$ cat src/rtl/ldc_pkg.sv
package ldc_pkg;

    // fixed-point formats
    localparam int COORD_FRAC = 16;
    localparam int COEF_FRAC  = 48;
    localparam int NORM_SHIFT = 12;

    // centred coordinate, normalised coordinate and its square
    localparam int U_W  = 33;
    localparam int UN_W = U_W - NORM_SHIFT;
    localparam int SQ_W = 2 * UN_W;

    // register stages between the input beat and the result buffer
    localparam int NUM_STAGES = 23;

    localparam int CFG_IDX_W  = 3;
    localparam int CFG_DATA_W = 64;

    localparam logic signed [63:0] S64_MAX = 64'sh7fff_ffff_ffff_ffff;
    localparam logic signed [63:0] S64_MIN = 64'sh8000_0000_0000_0000;
    localparam logic signed [31:0] S32_MAX = 32'sh7fff_ffff;
    localparam logic signed [31:0] S32_MIN = 32'sh8000_0000;

    // range of a normalised offset that survives the scale back up
    localparam logic signed [63:0] DN_HI = 64'sd2147483647 >>> NORM_SHIFT;
    localparam logic signed [63:0] DN_LO = -(64'sd1 <<< (31 - NORM_SHIFT));

    typedef enum logic [CFG_IDX_W-1:0] {
        CFG_PRINCIPAL_X   = 3'd0,
        CFG_PRINCIPAL_Y   = 3'd1,
        CFG_RADIAL_K1     = 3'd2,
        CFG_RADIAL_K2     = 3'd3,
        CFG_RADIAL_K3     = 3'd4,
        CFG_TANGENTIAL_P1 = 3'd5,
        CFG_TANGENTIAL_P2 = 3'd6
    } cfg_index_t;

    typedef struct packed {
        logic [31:0] principal_x;
        logic [31:0] principal_y;
        logic [63:0] radial_k1;
        logic [63:0] radial_k2;
        logic [63:0] radial_k3;
        logic [63:0] tangential_p1;
        logic [63:0] tangential_p2;
    } cfg_regs_t;

    // 64-bit value with its saturation flag
    typedef struct packed {
        logic        clip;
        logic [63:0] val;
    } sat64_t;

    typedef struct packed {
        logic [31:0] offset_x;
        logic [31:0] offset_y;
        logic [31:0] corrected_x;
        logic [31:0] corrected_y;
        logic        clipped;
    } result_t;

    // clamp a 128-bit signed value to 64 bits
    function automatic sat64_t sat128(input logic signed [127:0] a);
        sat64_t r;
        if ((&a[127:63]) || (~|a[127:63])) begin
            r.clip = 1'b0;
            r.val  = a[63:0];
        end else begin
            r.clip = 1'b1;
            r.val  = a[127] ? S64_MIN : S64_MAX;
        end
        return r;
    endfunction

    // saturating 64-bit add
    function automatic sat64_t sadd64(input logic signed [63:0] a,
                                      input logic signed [63:0] b);
        logic signed [64:0] s;
        sat64_t r;
        s = 65'(a) + 65'(b);
        if (s[64] != s[63]) begin
            r.clip = 1'b1;
            r.val  = s[64] ? S64_MIN : S64_MAX;
        end else begin
            r.clip = 1'b0;
            r.val  = s[63:0];
        end
        return r;
    endfunction

endpackage

$ cat src/rtl/ldc_out_buf.sv
module ldc_out_buf
    import ldc_pkg::*;
(
    input  logic    aclk,
    input  logic    aresetn,
    input  logic    in_valid,
    output logic    in_ready,
    input  result_t in_data,
    output logic    out_valid,
    input  logic    out_ready,
    output result_t out_data
);

    logic    out_valid_reg;
    logic    skid_valid_reg;
    result_t out_data_reg;
    result_t skid_data_reg;
    logic    in_take;

    // the pipe moves whenever the skid slot is free
    assign in_ready  = !skid_valid_reg;
    assign in_take   = in_valid && !skid_valid_reg;
    assign out_valid = out_valid_reg;
    assign out_data  = out_data_reg;

    // control: output register plus one skid slot
    always_ff @(posedge aclk) begin
        if (!aresetn) begin
            out_valid_reg  <= 1'b0;
            skid_valid_reg <= 1'b0;
        end else if (in_take) begin
            if (!out_valid_reg || out_ready) begin
                out_valid_reg <= 1'b1;
            end else begin
                skid_valid_reg <= 1'b1;
            end
        end else if (out_valid_reg && out_ready) begin
            if (skid_valid_reg) begin
                skid_valid_reg <= 1'b0;
            end else begin
                out_valid_reg <= 1'b0;
            end
        end
    end

    // payload
    always_ff @(posedge aclk) begin
        if (in_take) begin
            if (!out_valid_reg || out_ready) begin
                out_data_reg <= in_data;
            end else begin
                skid_data_reg <= in_data;
            end
        end else if (out_valid_reg && out_ready && skid_valid_reg) begin
            out_data_reg <= skid_data_reg;
        end
    end

    // skid slot only fills behind a held result
    a_skid_behind_out: assert property (@(posedge aclk) disable iff (!aresetn)
        skid_valid_reg |-> out_valid_reg)
        else $error("skid slot full with output register empty");

    a_skid_fill_on_stall: assert property (@(posedge aclk) disable iff (!aresetn)
        $rose(skid_valid_reg) |-> $past(out_valid_reg && !out_ready))
        else $error("skid slot filled while output was free");

endmodule

$ cat config.mk
export PLATFORM = sky130hd
export DESIGN_NAME = ldc_out_buf
export DESIGN_NICKNAME = d
export VERILOG_FILES = /design/src/rtl/ldc_pkg.sv /design/src/rtl/ldc_out_buf.sv
export SDC_FILE = /design/constraint.sdc
export NUM_CORES = 1
export LEC_CHECK = 0
export BUFFER_PORTS_ARGS = -buffer_cell sky130_fd_sc_hd__buf_2
export CORE_MARGIN = 2
export CORE_UTILIZATION = 32
export CTS_CLUSTER_DIAMETER = 60
export CTS_CLUSTER_SIZE = 24
export DETAILED_ROUTE_END_ITERATION = 10
export PLACE_DENSITY = 0.57
export SLEW_MARGIN = 20
export SYNTH_ARGS = -nofsm -noshare
export SYNTH_HDL_FRONTEND = slang
export SYNTH_SLANG_ARGS = --single-unit
$ cat constraint.sdc
create_clock -name aclk -period 16.1 [get_ports aclk]
set_input_delay 3.22 -clock aclk [delete_from_list [all_inputs] [get_ports aclk]]
set_output_delay 3.22 -clock aclk [all_outputs]
set_load 0.1 [all_outputs]
== Word level (Yosys, flattened, before mapping) ==
Index checks and enable logic that the tools add are counted.
W data, S select, Z words.
Word-level totals
  output and inout bits: 131
  flip-flop bits (word level): 260
  input bits: 133
Cells by class
  multiplexer cells: 10
  reductions and logical operators: 12
  eq/ne operators: 3
  bitwise operators: 1
Operators by type and width (number)
  $mux W129: 3
  $mux W1: 7
  $reduce_and A2 Y1: 3
  $ne A2 B1 Y1 const B: 2
  $reduce_bool A2 Y1: 2
  $logic_and A1 B1 Y1: 3
  $reduce_and A3 Y1: 1
  $logic_not A1 Y1: 2
  $ne A2 B2 Y1 const B: 1
  $logic_or A1 B1 Y1: 1
  $not A1 Y1: 1

== Logic depth before layout (Yosys ltp) ==
  word-level depth: 4
  depth in mapped cells: 5
  mapped depth without buffers: 2

== Least setup slack after synthesis ==
OpenSTA, ideal clock, no wires.
  path kind: input -> register
  start: input port in_valid
  end: register skid_data_reg[0] (netlist bit) (enable)
  stages: 5
  arrival: 13004 ps
  buffers on the path: 3
  data required time: 15296 ps
  slack: 2291 ps
  library setup time: 804 ps
  path through: nand2b_4 > buf_6 > buf_12 > buf_8 > nor3b_1
On the way
  word-level cells in the longest chain between the ends: 2
RTL lines
  start: declaration: RTL line ldc_out_buf.sv:6  | input logic in_valid,
  $logic_and A1 B1 Y1: RTL line ldc_out_buf.sv:22  | assign in_take = in_valid && !skid_valid_reg;
  $reduce_and A2 Y1 (no source line)
  end signal: assignment: RTL line ldc_out_buf.sv:52  | skid_data_reg <= in_data;
  end: declaration: RTL line ldc_out_buf.sv:17  | result_t skid_data_reg;
No other way between the ends.
A chain may end at the register's enable or synchronous reset.

== Final worst setup path ==
  start: input port in_valid
  end: register out_data_reg (netlist bit out_data[10]), data pin
On the way
  word-level cells in the longest chain between the ends: 2
RTL lines
  $logic_and A1 B1 Y1: RTL line ldc_out_buf.sv:22
  $mux W129: RTL line ldc_out_buf.sv:48  | if (in_take) begin
  end signal: assignment: RTL line ldc_out_buf.sv:50  | out_data_reg <= in_data;
  end signal: assignment: RTL line ldc_out_buf.sv:55  | out_data_reg <= skid_data_reg;
  end: declaration: RTL line ldc_out_buf.sv:16  | result_t out_data_reg;
No other way between the ends.

==> metrics list <==
- The flow ran to the end, and the final reports show no timing, DRC or antenna violations.
* FF-to-FF End: out_data[10]
- Endpoints failing hold: 0
- RSZ-0062 raised after global routing: no
- Post-route insts no fill: 1113
- Cell-internal power: 1190 uW
* Effective utilization at floorplan: 32.4%
- Smallest hold slack: 0.523 ns
- Clock sink count: 260
* Startpoint of the worst hold path: out_valid
* Number of iterations in the first detailed-routing pass: 4
* Ports placed on the boundary: 264
* CTS H-tree lvls: 1
- Post-route clock skew: 0.0153 ns
- Kind of end point of the critical path: flip-flop
* Critical Path Slowest Stage Cell: buf_4
* Per-instance average area after synthesis: roughly 24 sq um
* Cell area reported after detailed placement: 11500 sq um
- Counting tap cells, the placed design contains a total of 1065 instances.
* Portion of total power attributed to combinational logic: about a fifth
- The number of nets handed over by synthesis was ~550.
* Number of vias per cell after detailed routing: 4.34
- Slew headroom: a little over a third
- After the last flow step, the layout net total stands at 829.
- Summed over all layers, the routed wires come to 18.7 mm.
- Sequential fraction of the synthesis area: 78.8%
* Overall die width: 180 microns
- For the finished layout, the period the worst path requires is 4.78 ns.
- Cell Rows: 64
- Arrival time reported for the critical path endpoint: just over 5 ns
- For the worst-skew pair, the clock arrives at the later sink with an insertion delay of 0.53 ns.
- Total gr overflow: 0
* Residual DRC count: 0
* Number of buffers inserted by port buffering: ~260
- VDD sags by at most 0.0988 mV.
- Path type of the worst min-delay path: reg -> reg
* Worst-case register-to-register setup slack: 13.60 ns
- Overall global routing resource usage: between 10% and 20%
- Required arrival time at the worst endpoint: 16.38 ns
- Area added between synthesis and finish: 25.6%
- Summed over all nets, the switching power comes to 585 uW.
- Startpoint types: primary input
* Biggest fanout along the worst timing path: 54
- Endpoint of the worst hold-timing path: out_valid
- Synth cell types: 19
* Detailed Place HPWL: around 12 mm
- Total negative setup slack: 0 ns
* Summed area of non-filler cells in the final layout: roughly 12000 sq um
- The number of global-route vias before repair was 4961.
* MaxCap Viol Count: 0
- For the worst flop-to-flop path, the logic depth is 3.
* Total of cells resized after clock tree synthesis: 0
- Final slew viol count: 0
- After detailed routing, the average wire length per cell comes to 16.8 microns.
- Post-synth top area cell: edfxtp_1
- Critical path type: in -> reg
- In this run the cell area of the synthesized design comes to 9880 sq um.
* Antenna-violating nets left: 0
* Clock root buffer: clkbuf_16
* CTS tree: built
* Switching share of power: 33.0%
- Worst Max-Slew Pin Slew: 0.976 ns
- Final setup violation count: 0
- From bottom edge to top edge, the die measures 180 microns.
* Clk pwr share: 34.6%
* CP cell instances: buf_2, nand2b_4, buf_4, mux2_2
* Clock-pin slew of the registers on the worst-case setup and hold paths: 0.08 ns
- In this run, synthesis produced a sequential element count of 260.
- The die covers 32300 sq um.
- Fill cells in the final layout number ~2800.
* Clock buffers created by TritonCTS: 24
- Area of the core region: 30500 sq um
* Number of setup buffers added after CTS: 0
* Launching point of the worst reg2reg path: skid_valid_reg
* Sequential standard cell area: 7790 sq um
* Critical Path Max Stage Delay: between 0.8 and 0.9 ns
* Pwr/cell area: approximately 140 nW/um^2
- The first global-routing pass estimated slightly below 30 mm of wire.
- The final route contains 4829 vias.
* Pin count of the biggest net entering global routing: 75
- Antenna violations before repair: 6
- Cells with a size suffix above 1 make up between 60% and 70% of the layout.
- Post-route fraction of the period consumed by the critical path: between 20 and 30%
- Highest-count cells in the layout ignoring fill and taps: buf_2 (263), edfxtp_1 (258), mux2_4 (88)
- Summed over its instances, the top area cell type makes up between 70% and 80% of the synthesized netlist area.
- For this design the static power due to leakage is 0.00485 uW.
- Buffers inserted to repair hold after CTS numbered 0.
- Sequential share of power: 45.4%
- Synthesized instance count: 416
* Top cells by area in the synthesized netlist: edfxtp_1 (78%), mux2_4 (13%), mux2_2 (4.7%)
- The Yosys step of the flow raised 0 warnings.
- Maximum achievable frequency: 209 MHz
* Area of combinational cells with multiple inputs: 1860 sq um
* Most common cell after layout, fill and taps aside: buf_2
- For this block, the initial DRC count from the detailed router was 297.
* Maximum number of buffers from clock root to sink: 3
- Min-Delay Path Depth: 2
- Gpl congestion: 0.707
power by group through the flow:
stage | Clock (uW) | Combinational (uW) | Sequential (uW)
after floorplan | 0 | 74.1 | 1050
after global placement | 0 | 355 | 823
after detailed placement | 0 | 357 | 823
after CTS | 636 | 357 | 808
after global routing | 659 | 367 | 811
final | 614 | 355 | 807
per-stage QoR:
| stage | setup slack (ns) | total power (uW) | utilization (%) |
|---|---|---|---|
| 6_report | 11.32 | 1780 | 40.7 |
| 5_1_grt | 11.20 | 1840 | 40.7 |
| 4_1_cts | 11.03 | 1800 | 40.5 |
| 3_5_place_dp | 10.46 | 1180 | 37.7 |
| 3_3_place_gp | 10.49 | 1180 | 37.7 |
| 2_1_floorplan | 2.29 | 1130 | - |
area by class of cell:
class	count	share of cell area (%)
clock buffers	26	5.07
well taps	396	3.99
diodes	3	0.0605
multi-input cells	139	15.0
flip-flops and latches	260	62.8
clock inverters	18	1.89
inverters	2	0.0605
repair buffers	269	11.1
logic make-up after synthesis:
logic type | Yosys count | synth area share (%)
compound gates | 3 | 0.203
buf+inv | 17 | 2.47
mux | 129 | 18.0
simple gates | 7 | 0.468
flops | 260 | 78.8
synth_stat cells:
| master | number |
|---|---|
| dfxtp_1 | 2 |
| nor3_1 | 1 |
| mux2_2 | 41 |
| buf_6 | 1 |
| o22ai_1 | 1 |
| nor3b_1 | 1 |
| edfxtp_1 | 258 |
| buf_12 | 9 |
| buf_4 | 4 |
| a21oi_1 | 1 |
| o22a_1 | 1 |
| nor2b_1 | 1 |
| and2_1 | 1 |
| mux2_4 | 88 |
| inv_1 | 2 |
| nor2_1 | 1 |
| nand2_1 | 1 |
| nand2b_4 | 1 |
| buf_8 | 1 |
routing by layer:
layer  global-route usage [%]  vias to the layer above  part of all wire (%)
li1                         -                     2236                     -
met1                     14.8                     2346                    43
met2                     17.4                      196                    46
met3                     3.75                       45                   7.9
met4                     3.97                        6                   3.7
met5                        0                        -                  0.26
critical path, delay by kind of cell:
kind	cells	cell delay (ns)
buf+inv	2	0.96
mux	1	0.41
simple gates	1	0.40
how the worst max path moves through the flow:
stage / depth (start not counted) / slack, ns / from / end
after floorplan: 5 / 2.29 / in_valid / skid_data_reg[0]
after global placement: 4 / 10.49 / out_ready / out_data[37]
after detailed placement: 4 / 10.46 / out_ready / out_data[37]
after global routing: 4 / 11.20 / in_valid / out_data[10]
final: 4 / 11.32 / in_valid / out_data[10]
after CTS: 4 / 11.03 / out_ready / out_data[71]
No activity file was read; power rests on OpenSTA's default activity.
