--- config.mk ---
export PLATFORM = sky130hd
export DESIGN_NAME = ldc_cfg_regs
export DESIGN_NICKNAME = d
export VERILOG_FILES = /design/src/rtl/ldc_pkg.sv /design/src/rtl/ldc_cfg_regs.sv
export SDC_FILE = /design/constraint.sdc
export NUM_CORES = 1
export LEC_CHECK = 0
export BUFFER_PORTS_ARGS = -buffer_cell sky130_fd_sc_hd__buf_4
export CAP_MARGIN = 30
export CORE_MARGIN = 2
export CORE_UTILIZATION = 46
export CTS_CLUSTER_DIAMETER = 150
export DETAILED_ROUTE_END_ITERATION = 12
export PLACE_DENSITY = 0.76
export SLEW_MARGIN = 5
export SYNTH_ARGS = -nofsm -noshare
export SYNTH_HDL_FRONTEND = slang
export SYNTH_SLANG_ARGS = --single-unit
--- constraint.sdc ---
create_clock -name aclk -period 1.2 [get_ports aclk]
set_input_delay 0.3 -clock aclk [delete_from_list [all_inputs] [get_ports aclk]]
set_output_delay 0.3 -clock aclk [all_outputs]
set_load 0.02 [all_outputs]
--- src/rtl/ldc_pkg.sv ---
package ldc_pkg;

    // fixed-point formats
    localparam int COORD_FRAC = 16;
    localparam int COEF_FRAC  = 48;
    localparam int NORM_SHIFT = 12;

    // centred coordinate, normalised coordinate and its square
    localparam int U_W  = 33;
    localparam int UN_W = U_W - NORM_SHIFT;
    localparam int SQ_W = 2 * UN_W;

    // register stages between the input beat and the result buffer
    localparam int NUM_STAGES = 23;

    localparam int CFG_IDX_W  = 3;
    localparam int CFG_DATA_W = 64;

    localparam logic signed [63:0] S64_MAX = 64'sh7fff_ffff_ffff_ffff;
    localparam logic signed [63:0] S64_MIN = 64'sh8000_0000_0000_0000;
    localparam logic signed [31:0] S32_MAX = 32'sh7fff_ffff;
    localparam logic signed [31:0] S32_MIN = 32'sh8000_0000;

    // range of a normalised offset that survives the scale back up
    localparam logic signed [63:0] DN_HI = 64'sd2147483647 >>> NORM_SHIFT;
    localparam logic signed [63:0] DN_LO = -(64'sd1 <<< (31 - NORM_SHIFT));

    typedef enum logic [CFG_IDX_W-1:0] {
        CFG_PRINCIPAL_X   = 3'd0,
        CFG_PRINCIPAL_Y   = 3'd1,
        CFG_RADIAL_K1     = 3'd2,
        CFG_RADIAL_K2     = 3'd3,
        CFG_RADIAL_K3     = 3'd4,
        CFG_TANGENTIAL_P1 = 3'd5,
        CFG_TANGENTIAL_P2 = 3'd6
    } cfg_index_t;

    typedef struct packed {
        logic [31:0] principal_x;
        logic [31:0] principal_y;
        logic [63:0] radial_k1;
        logic [63:0] radial_k2;
        logic [63:0] radial_k3;
        logic [63:0] tangential_p1;
        logic [63:0] tangential_p2;
    } cfg_regs_t;

    // 64-bit value with its saturation flag
    typedef struct packed {
        logic        clip;
        logic [63:0] val;
    } sat64_t;

    typedef struct packed {
        logic [31:0] offset_x;
        logic [31:0] offset_y;
        logic [31:0] corrected_x;
        logic [31:0] corrected_y;
        logic        clipped;
    } result_t;

    // clamp a 128-bit signed value to 64 bits
    function automatic sat64_t sat128(input logic signed [127:0] a);
        sat64_t r;
        if ((&a[127:63]) || (~|a[127:63])) begin
            r.clip = 1'b0;
            r.val  = a[63:0];
        end else begin
            r.clip = 1'b1;
            r.val  = a[127] ? S64_MIN : S64_MAX;
        end
        return r;
    endfunction

    // saturating 64-bit add
    function automatic sat64_t sadd64(input logic signed [63:0] a,
                                      input logic signed [63:0] b);
        logic signed [64:0] s;
        sat64_t r;
        s = 65'(a) + 65'(b);
        if (s[64] != s[63]) begin
            r.clip = 1'b1;
            r.val  = s[64] ? S64_MIN : S64_MAX;
        end else begin
            r.clip = 1'b0;
            r.val  = s[63:0];
        end
        return r;
    endfunction

endpackage

--- src/rtl/ldc_cfg_regs.sv ---
module ldc_cfg_regs
    import ldc_pkg::*;
(
    input  logic                  aclk,
    input  logic                  aresetn,
    input  logic                  cfg_valid,
    output logic                  cfg_ready,
    input  logic [CFG_IDX_W-1:0]  cfg_index,
    input  logic [CFG_DATA_W-1:0] cfg_data,
    output cfg_regs_t             regs
);

    cfg_regs_t regs_reg;

    // writes are always taken
    assign cfg_ready = 1'b1;
    assign regs      = regs_reg;

    // register decode, unknown indexes are dropped
    always_ff @(posedge aclk) begin
        if (!aresetn) begin
            regs_reg <= '0;
        end else if (cfg_valid) begin
            unique case (cfg_index_t'(cfg_index))
                CFG_PRINCIPAL_X:   regs_reg.principal_x   <= cfg_data[31:0];
                CFG_PRINCIPAL_Y:   regs_reg.principal_y   <= cfg_data[31:0];
                CFG_RADIAL_K1:     regs_reg.radial_k1     <= cfg_data;
                CFG_RADIAL_K2:     regs_reg.radial_k2     <= cfg_data;
                CFG_RADIAL_K3:     regs_reg.radial_k3     <= cfg_data;
                CFG_TANGENTIAL_P1: regs_reg.tangential_p1 <= cfg_data;
                CFG_TANGENTIAL_P2: regs_reg.tangential_p2 <= cfg_data;
                default: begin
                end
            endcase
        end
    end

endmodule

; ---- Word level (Yosys, flattened, before mapping)
; Cells that the tools add are included.
[totals]
ff_bits = 384
in_bits = 70
out_inout_bits = 385
[op_classes]
eq_ne = 6
reduce_logical = 8
[ops]
columns = operator, count
row1 = 2-bit AND reduction, 7
row2 = "3-bit equality test, second input constant", 3
row3 = "3-bit by 2-bit equality test with 1-bit output, second input constant", 2
row4 = "3-bit by 1-bit equality test with 1-bit output, second input constant", 1
row5 = 3-bit zero test, 1

; ---- Depth between registers and ports, before layout
; Gate-level depths: netlist of the first run.
[depth]
depth_word = 2
mapped_depth = 5
ltp_nobuf = 2

; ---- Least setup slack after synthesis of the first run
; No wires, ideal clock.
[synth_path]
kind = input-to-reg
from = input cfg_index[0]
to = register regs_reg (netlist bit regs[352])
setup_ps = 72
t_arrival_ps = 1117
required_ps = 1128
setup_slack_ps = 11
cell_stages = 3
path_cell_list = nor4b_4 > buf_6 > mux2i_1
[synth_between]
elab_chain_len = 2
[synth_rtl]
columns = item, line_no
row1 = from (decl), ldc_cfg_regs.sv:8  ; input logic [CFG_IDX_W-1:0] cfg_index,
row2 = 3-bit zero test, ldc_cfg_regs.sv:24  ; unique case (cfg_index_t'(cfg_index))
row3 = 2-bit AND reduction (no source line), n/a
row4 = to (decl), ldc_cfg_regs.sv:13  ; cfg_regs_t regs_reg;
; No other way between the ends.
; A chain may end at the register's enable or synchronous reset.

; ---- Final worst setup path of the first run
[layout_path]
from = register regs_reg (netlist bit regs[307])
to = output regs[307] (netlist name)
[layout_lines]
columns = item, line_no
row1 = to (decl), ldc_cfg_regs.sv:10  ; output cfg_regs_t regs
; No word-level cell between the ends.

==> results.sh, run 1 <==
export IMPL_clkLatencyLatePin_ps=500
export IMPL_synth_top_area_share_pct=55.3
export IMPL_yosysWarnings=0
export IMPL_power_leakage_nw=11.3
export IMPL_hold_end="regs[368]"
export IMPL_setup_worst_path_class="reg2out"
export IMPL_slowest_stage="dfxtp_4"
export IMPL_drc_errors=0
export IMPL_powerDensity_mw_per_mm2=1260
export IMPL_yosysMostFrequentCell="nand2_1"
export IMPL_worst_r2r_setup_slack_ps=220
export IMPL_design_die_area_sq_mm=0.0316
export IMPL_drtIter0Drc=632
export IMPL_synth_main_ff_cell="dfxtp_1"
export IMPL_htreeDepth=2
export IMPL_grt_setup_unrepaired="true"
export IMPL_fmax_ghz=0.761
export IMPL_io_pins=455
export IMPL_grt_max_degree=44
export IMPL_status="complete, but fails checks"
export IMPL_vias=12478
export IMPL_r2r_end="regs[125]"
export IMPL_synth_area_top_cells="dfxtp_1 55%, mux2i_1 28%, nand2_1 12%, buf_4 1.6%, clkbuf_1 0.94%"
export IMPL_hold_depth=3
export IMPL_crit_arrival_ps=1010
export IMPL_synthTopCellsByCount="448 x nand2_1, 384 x dfxtp_1, 384 x mux2i_1, 35 x clkbuf_1, 29 x buf_4"
export IMPL_yosysSeqAreaShare_pct=55.3
export IMPL_hold_worst_slack_ps=130
export IMPL_yosysUniqueCellTypes=14
export IMPL_synth_top_area_cell="dfxtp_1"
export IMPL_antenna_found_initial=0
export IMPL_finalCriticalPeriod_ps=1310
export IMPL_routed_wl_mm=49.7
export IMPL_clock_skew_ps=0
export IMPL_r2r_worst_path_cells=3
export IMPL_fin_crit_sh_pct=109
export IMPL_critPathCaptureType="output pin"
export IMPL_cap_violations=0
export IMPL_cts_buffers=39
export IMPL_wl_per_cell_microns=20.8
export IMPL_cp_depth=1
export IMPL_drt_pass1_iterations=5
export IMPL_min_from="aresetn"
export IMPL_critPathBufInv=1
export IMPL_clock_path_buffers=3
export IMPL_critPathMaxStageDelay_ps=380
export IMPL_largest_register_ffs=384
export IMPL_violations="negative setup slack"
export IMPL_syn_area_sq_mm=0.0139
export IMPL_fin_total_pwr_mw=28.7
export IMPL_grt_usage_pct=28.5
export IMPL_crit_path_start_kind="flop"
export IMPL_portBuffers=453
export IMPL_finalNetCount=2042
export IMPL_path_delay_family="flip-flops"
export IMPL_synthCells=1317
export IMPL_grt_pass1_wl_mm=69.8
export IMPL_crit_chain="buf_6"
export IMPL_initial_core_util_pct=46.8
export IMPL_async_flop_share_pct=0
export IMPL_setup_ws_ps=-114
export IMPL_vias_per_cell=5.22
export IMPL_setup_tns_final_ps=-26340
export IMPL_grt_pass1_vias=12422
export IMPL_hpwlAfterDp_mm=30.1
export IMPL_ys_ff_latch=384
export IMPL_antenna_cells=0
export IMPL_core_area_sq_mm=0.0297
export IMPL_syn_to_final_growth_pct=63.5
export IMPL_setup_viol=384
export IMPL_clkTransAtPathRegs_ps=60
export IMPL_rows=63
export IMPL_syn_nets=1387
export IMPL_die_y_microns=178
export IMPL_finalHoldViolCount=0
export IMPL_vdd_drop_max_uv=1050
export IMPL_r2r_start="regs[125]"
export IMPL_ant_nets=0
export IMPL_hold_class="in2reg"
export IMPL_synth_edff_count=0
export IMPL_place_congestion=0.818
export IMPL_grt_ovfl_total=0
export IMPL_critical_path_max_fanout=2
export IMPL_required_ps=900
export IMPL_drv_slew=0
export IMPL_cts_root_buffer="clkbuf_16"
export IMPL_avgSynthCellArea_sq_um=10.6
export IMPL_cts_tree="done"
export IMPL_cts_sinks=384
export IMPL_drive_above_1_share_pct=57.8
export IMPL_die_w_microns=178
==> layer usage <==
layer / GRT usage [%] / part of all wire [%] / up-vias
met2: 49.9 / 50 / 606
met1: 31.7 / 37 / 6076
met4: 13.4 / 5.1 / 0
met3: 8.12 / 8.4 / 155
met5: 0 / 0 / -
li1: - / - / 5641
==> power breakdown <==
group	leakage (nW)	total, mW	internal, mW	switching [mW]
registers	3.30	13.3	13.1	0.222
logic	7.34	2.80	1.31	1.49
clock network	0.655	12.6	7.49	5.09
==> cell type report <==
class	instances	area [sq um]
flip-flops and latches	384	8170
repair buffers	707	7120
fillers	1659	6990
multi-input cells	840	5640
clock buffers	54	1130
well taps	390	488
clock inverters	14	180
==> worst min-delay path: stages <==
cell     delay, ps
buf_8          160
nand2_1         80
mux2i_1         50
==> cells in the final DEF, fill, tap and decap left out, types with 2 or more instances in the layout <==
cell type | netlist | layout
dfxtp_4 | 0 | 2
clkbuf_8 | 0 | 6
nand4b_1 | 3 | 3
nand2_1 | 448 | 448
clkinv_2 | 0 | 8
mux2i_1 | 384 | 384
clkbuf_16 | 0 | 41
clkbuf_1 | 35 | 7
dfxtp_2 | 0 | 382
bufinv_16 | 0 | 4
buf_12 | 0 | 29
buf_6 | 8 | 384
buf_4 | 29 | 293
==> what timing repair did <==
item / 4_1_cts / 5_1_grt
buffers inserted: 71 / 86
pin swaps: 0 / 0
endpoints found under the hold margin: 0 / 0
hold buffers: 0 / 0
endpoints found under the setup margin: 384 / 384
gates resized for setup: 770 / 0
==> how the worst max path moves through the flow <==
stage	from	to	slack (ps)
2_1_floorplan	cfg_index[0]	regs[352]	10
3_3_place_gp	cfg_index[2]	regs[313]	-180
3_5_place_dp	cfg_index[2]	regs[317]	-240
4_1_cts	regs[307]	regs[307]	-130
5_1_grt	regs[307]	regs[307]	-130
6_report	regs[307]	regs[307]	-110
==> cell families after synthesis <==
kind of cell | Yosys count | synth area share [%]
and+or+nand+nor | 455 | 12.7
muxes | 384 | 27.6
DFF | 384 | 55.3
buffers and inverters | 93 | 4.32
other | 1 | 0.0270
==> through the flow <==
step	cell area (sq um)	setup WS [ps]	util, %	instances
3_3_place_gp	18300	-185	61.6	2164
2_1_floorplan	13900	11.2	-	1317
5_1_grt	22700	-129	76.5	2389
4_1_cts	22100	-128	74.3	2303
6_report	22700	-114	76.5	2389
3_5_place_dp	18300	-241	61.6	2164
Note: power is estimated with default switching activity, not from simulation.
==> run 2: changes to the inputs <==
--- a/config.mk
+++ b/config.mk
@@ -7,11 +7,12 @@
 export LEC_CHECK = 0
 export BUFFER_PORTS_ARGS = -buffer_cell sky130_fd_sc_hd__buf_4
 export CAP_MARGIN = 30
-export CORE_MARGIN = 2
-export CORE_UTILIZATION = 46
+export CORE_AREA = 2 2 175 177
 export CTS_CLUSTER_DIAMETER = 150
 export DETAILED_ROUTE_END_ITERATION = 12
-export PLACE_DENSITY = 0.76
+export DIE_AREA = 0 0 177 179
+export PLACE_DENSITY = 0.74
+export SKIP_LAST_GASP = 1
 export SLEW_MARGIN = 5
 export SYNTH_ARGS = -nofsm -noshare
 export SYNTH_HDL_FRONTEND = slang
==> constraint.sdc (replaced) <==
create_clock -name aclk -period 1.3 [get_ports aclk]
set_input_delay 0.325 -clock aclk [delete_from_list [all_inputs] [get_ports aclk]]
set_output_delay 0.325 -clock aclk [all_outputs]
set_load 0.02 [all_outputs]
==> results.sh, run 2 (synthesized netlist as in run 1, its figures left out) <==
export IMPL_status="complete, but fails checks"
export IMPL_violations="negative setup slack"
export IMPL_worst_slew_pin_transition_ps=535
export IMPL_most_common_layout_cells="448 x nand2_1, 384 x mux2i_1, 384 x buf_6, 383 x dfxtp_2, 203 x buf_4"
export IMPL_hold_class="in2reg"
export IMPL_grt_use_met2_pct=45.0
export IMPL_min_from="cfg_data[50]"
export IMPL_worst_r2r_setup_slack_ps=460
export IMPL_grt_max_degree=44
export IMPL_use_met1_pct=31.3
export IMPL_drv_slew=0
export IMPL_io_pins=455
export IMPL_setup_ws_ps=-29.3
export IMPL_crit_chain="buf_6"
export IMPL_vdd_drop_max_uv=878
export IMPL_drive_above_1_share_pct=55.8
export IMPL_place_inst=2146
export IMPL_portBuffers=453
export IMPL_fin_crit_sh_pct=102
export IMPL_slew_headroom_pct=64.3
export IMPL_grt_pass1_wl_mm=66.9
export IMPL_critical_path_max_fanout=2
export IMPL_design_die_area_sq_mm=0.0317
export IMPL_setup_tns_final_ps=-331
export IMPL_cap_violations=0
export IMPL_hold_depth=3
export IMPL_largest_register_ffs=384
export IMPL_vias_per_cell=5.12
export IMPL_place_congestion=0.839
export IMPL_power_leakage_nw=10.8
export IMPL_finalHoldViolCount=0
export IMPL_r2r_start="regs[302]"
export IMPL_r2r_worst_path_cells=4
export IMPL_critPathCaptureType="output pin"
export IMPL_core_area_sq_mm=0.0300
export IMPL_r2r_end="regs[302]"
export IMPL_die_w_microns=177
export IMPL_powerDensity_mw_per_mm2=1160
export IMPL_clkTransAtPathRegs_ps=60
export IMPL_antenna_cells=0
export IMPL_grt_ovfl_total=0
export IMPL_ant_nets=0
export IMPL_routed_wl_mm=45.9
export IMPL_hold_end="regs[242]"
export IMPL_clock_path_buffers=3
export IMPL_htreeDepth=2
export IMPL_finalNetCount=1956
export IMPL_grt_pass1_vias=11842
export IMPL_cp_depth=1
export IMPL_cts_root_buffer="clkbuf_16"
export IMPL_cts_buffers=39
export IMPL_hpwlAfterDp_mm=29.4
export IMPL_crit_path_start_kind="flop"
export IMPL_crit_arrival_ps=1000
export IMPL_clock_skew_ps=0
export IMPL_path_delay_family="flip-flops"
export IMPL_setup_worst_path_class="reg2out"
export IMPL_slowest_stage="dfxtp_4"
export IMPL_post_place_ws_ps=-158
export IMPL_die_y_microns=179
export IMPL_met3_usage_pct=9.20
export IMPL_wl_per_cell_microns=19.9
export IMPL_required_ps=980
export IMPL_grt_usage_pct=27.0
export IMPL_final_cells=2307
export IMPL_setup_viol=54
export IMPL_final_common_cell="nand2_1"
export IMPL_busiest_layer="met2"
export IMPL_drt_pass1_iterations=7
export IMPL_grt_setup_unrepaired="true"
export IMPL_fmax_ghz=0.752
export IMPL_critPathBufInv=1
export IMPL_critPathMaxStageDelay_ps=360
export IMPL_syn_to_final_growth_pct=58.7
export IMPL_finalCriticalPeriod_ps=1330
export IMPL_cts_hold_buf=0
export IMPL_vias=11812
export IMPL_drc_errors=0
export IMPL_rows=64
export IMPL_cts_tree="done"
export IMPL_cts_sinks=384
export IMPL_initial_core_util_pct=46.3
export IMPL_clkLatencyLatePin_ps=510
export IMPL_antenna_found_initial=0
export IMPL_drtIter0Drc=572
-- run 2: changes by cell type in the layout (fill, tap and decap cells not counted), sizes merged --
cell,delta
buf,-86
clkbuf,+7
bufinv,-4
clkinv,-4
inv,-1
-- run 2: worst max-delay path by stage --
stage                      start        end  slack, ps
CTS                    regs[368]  regs[368]        -50
detailed placement  cfg_index[0]  regs[379]       -160
finish                 regs[368]  regs[368]        -30
global route           regs[368]  regs[368]        -60
floorplan           cfg_index[0]  regs[352]         90
global placement    cfg_index[2]  regs[308]       -110
-- run 2: repair_timing --
action,in CTS,in global routing
hold endpoints to repair,0,0
setup buffers,33,62
gates resized for setup,769,0
endpoints found under the setup margin,384,381
pin swaps,0,0
-- run 2: layout make-up --
cell class	instances	area (sq um)
sequential	384	8170
fill	1928	7960
timing repair buffer	621	6520
multi-input combinational	840	5640
clock buffer	61	1210
tap	396	495
clock inverter	5	28.8
-- run 2: layer usage --
metal  part of all wire (%)  wire length [microns]
met1                     39                  17700
met3                    9.0                   4110
met5                      0                      0
met4                    4.7                   2160
met2                     48                  21900
-- run 2: power by group --
part	total (mW)	leakage [nW]	internal [mW]	switching [mW]
clock network	10.9	0.615	6.37	4.53
logic	2.47	6.92	1.15	1.32
registers	12.3	3.30	12.1	0.201
total	25.6	10.8	19.6	6.05
-- run 2: stage by stage --
step                      area, sq um  hold WS, ps  utilization [%]  power, mW
after CTS                       21600          146             71.9       25.7
after detailed placement        18200          447             60.6       14.6
after floorplan                 13900          529                -       13.5
final                           22100          170             73.5       25.6
after global routing            22100          201             73.5       26.4
after global placement          18200          441             60.6       14.6
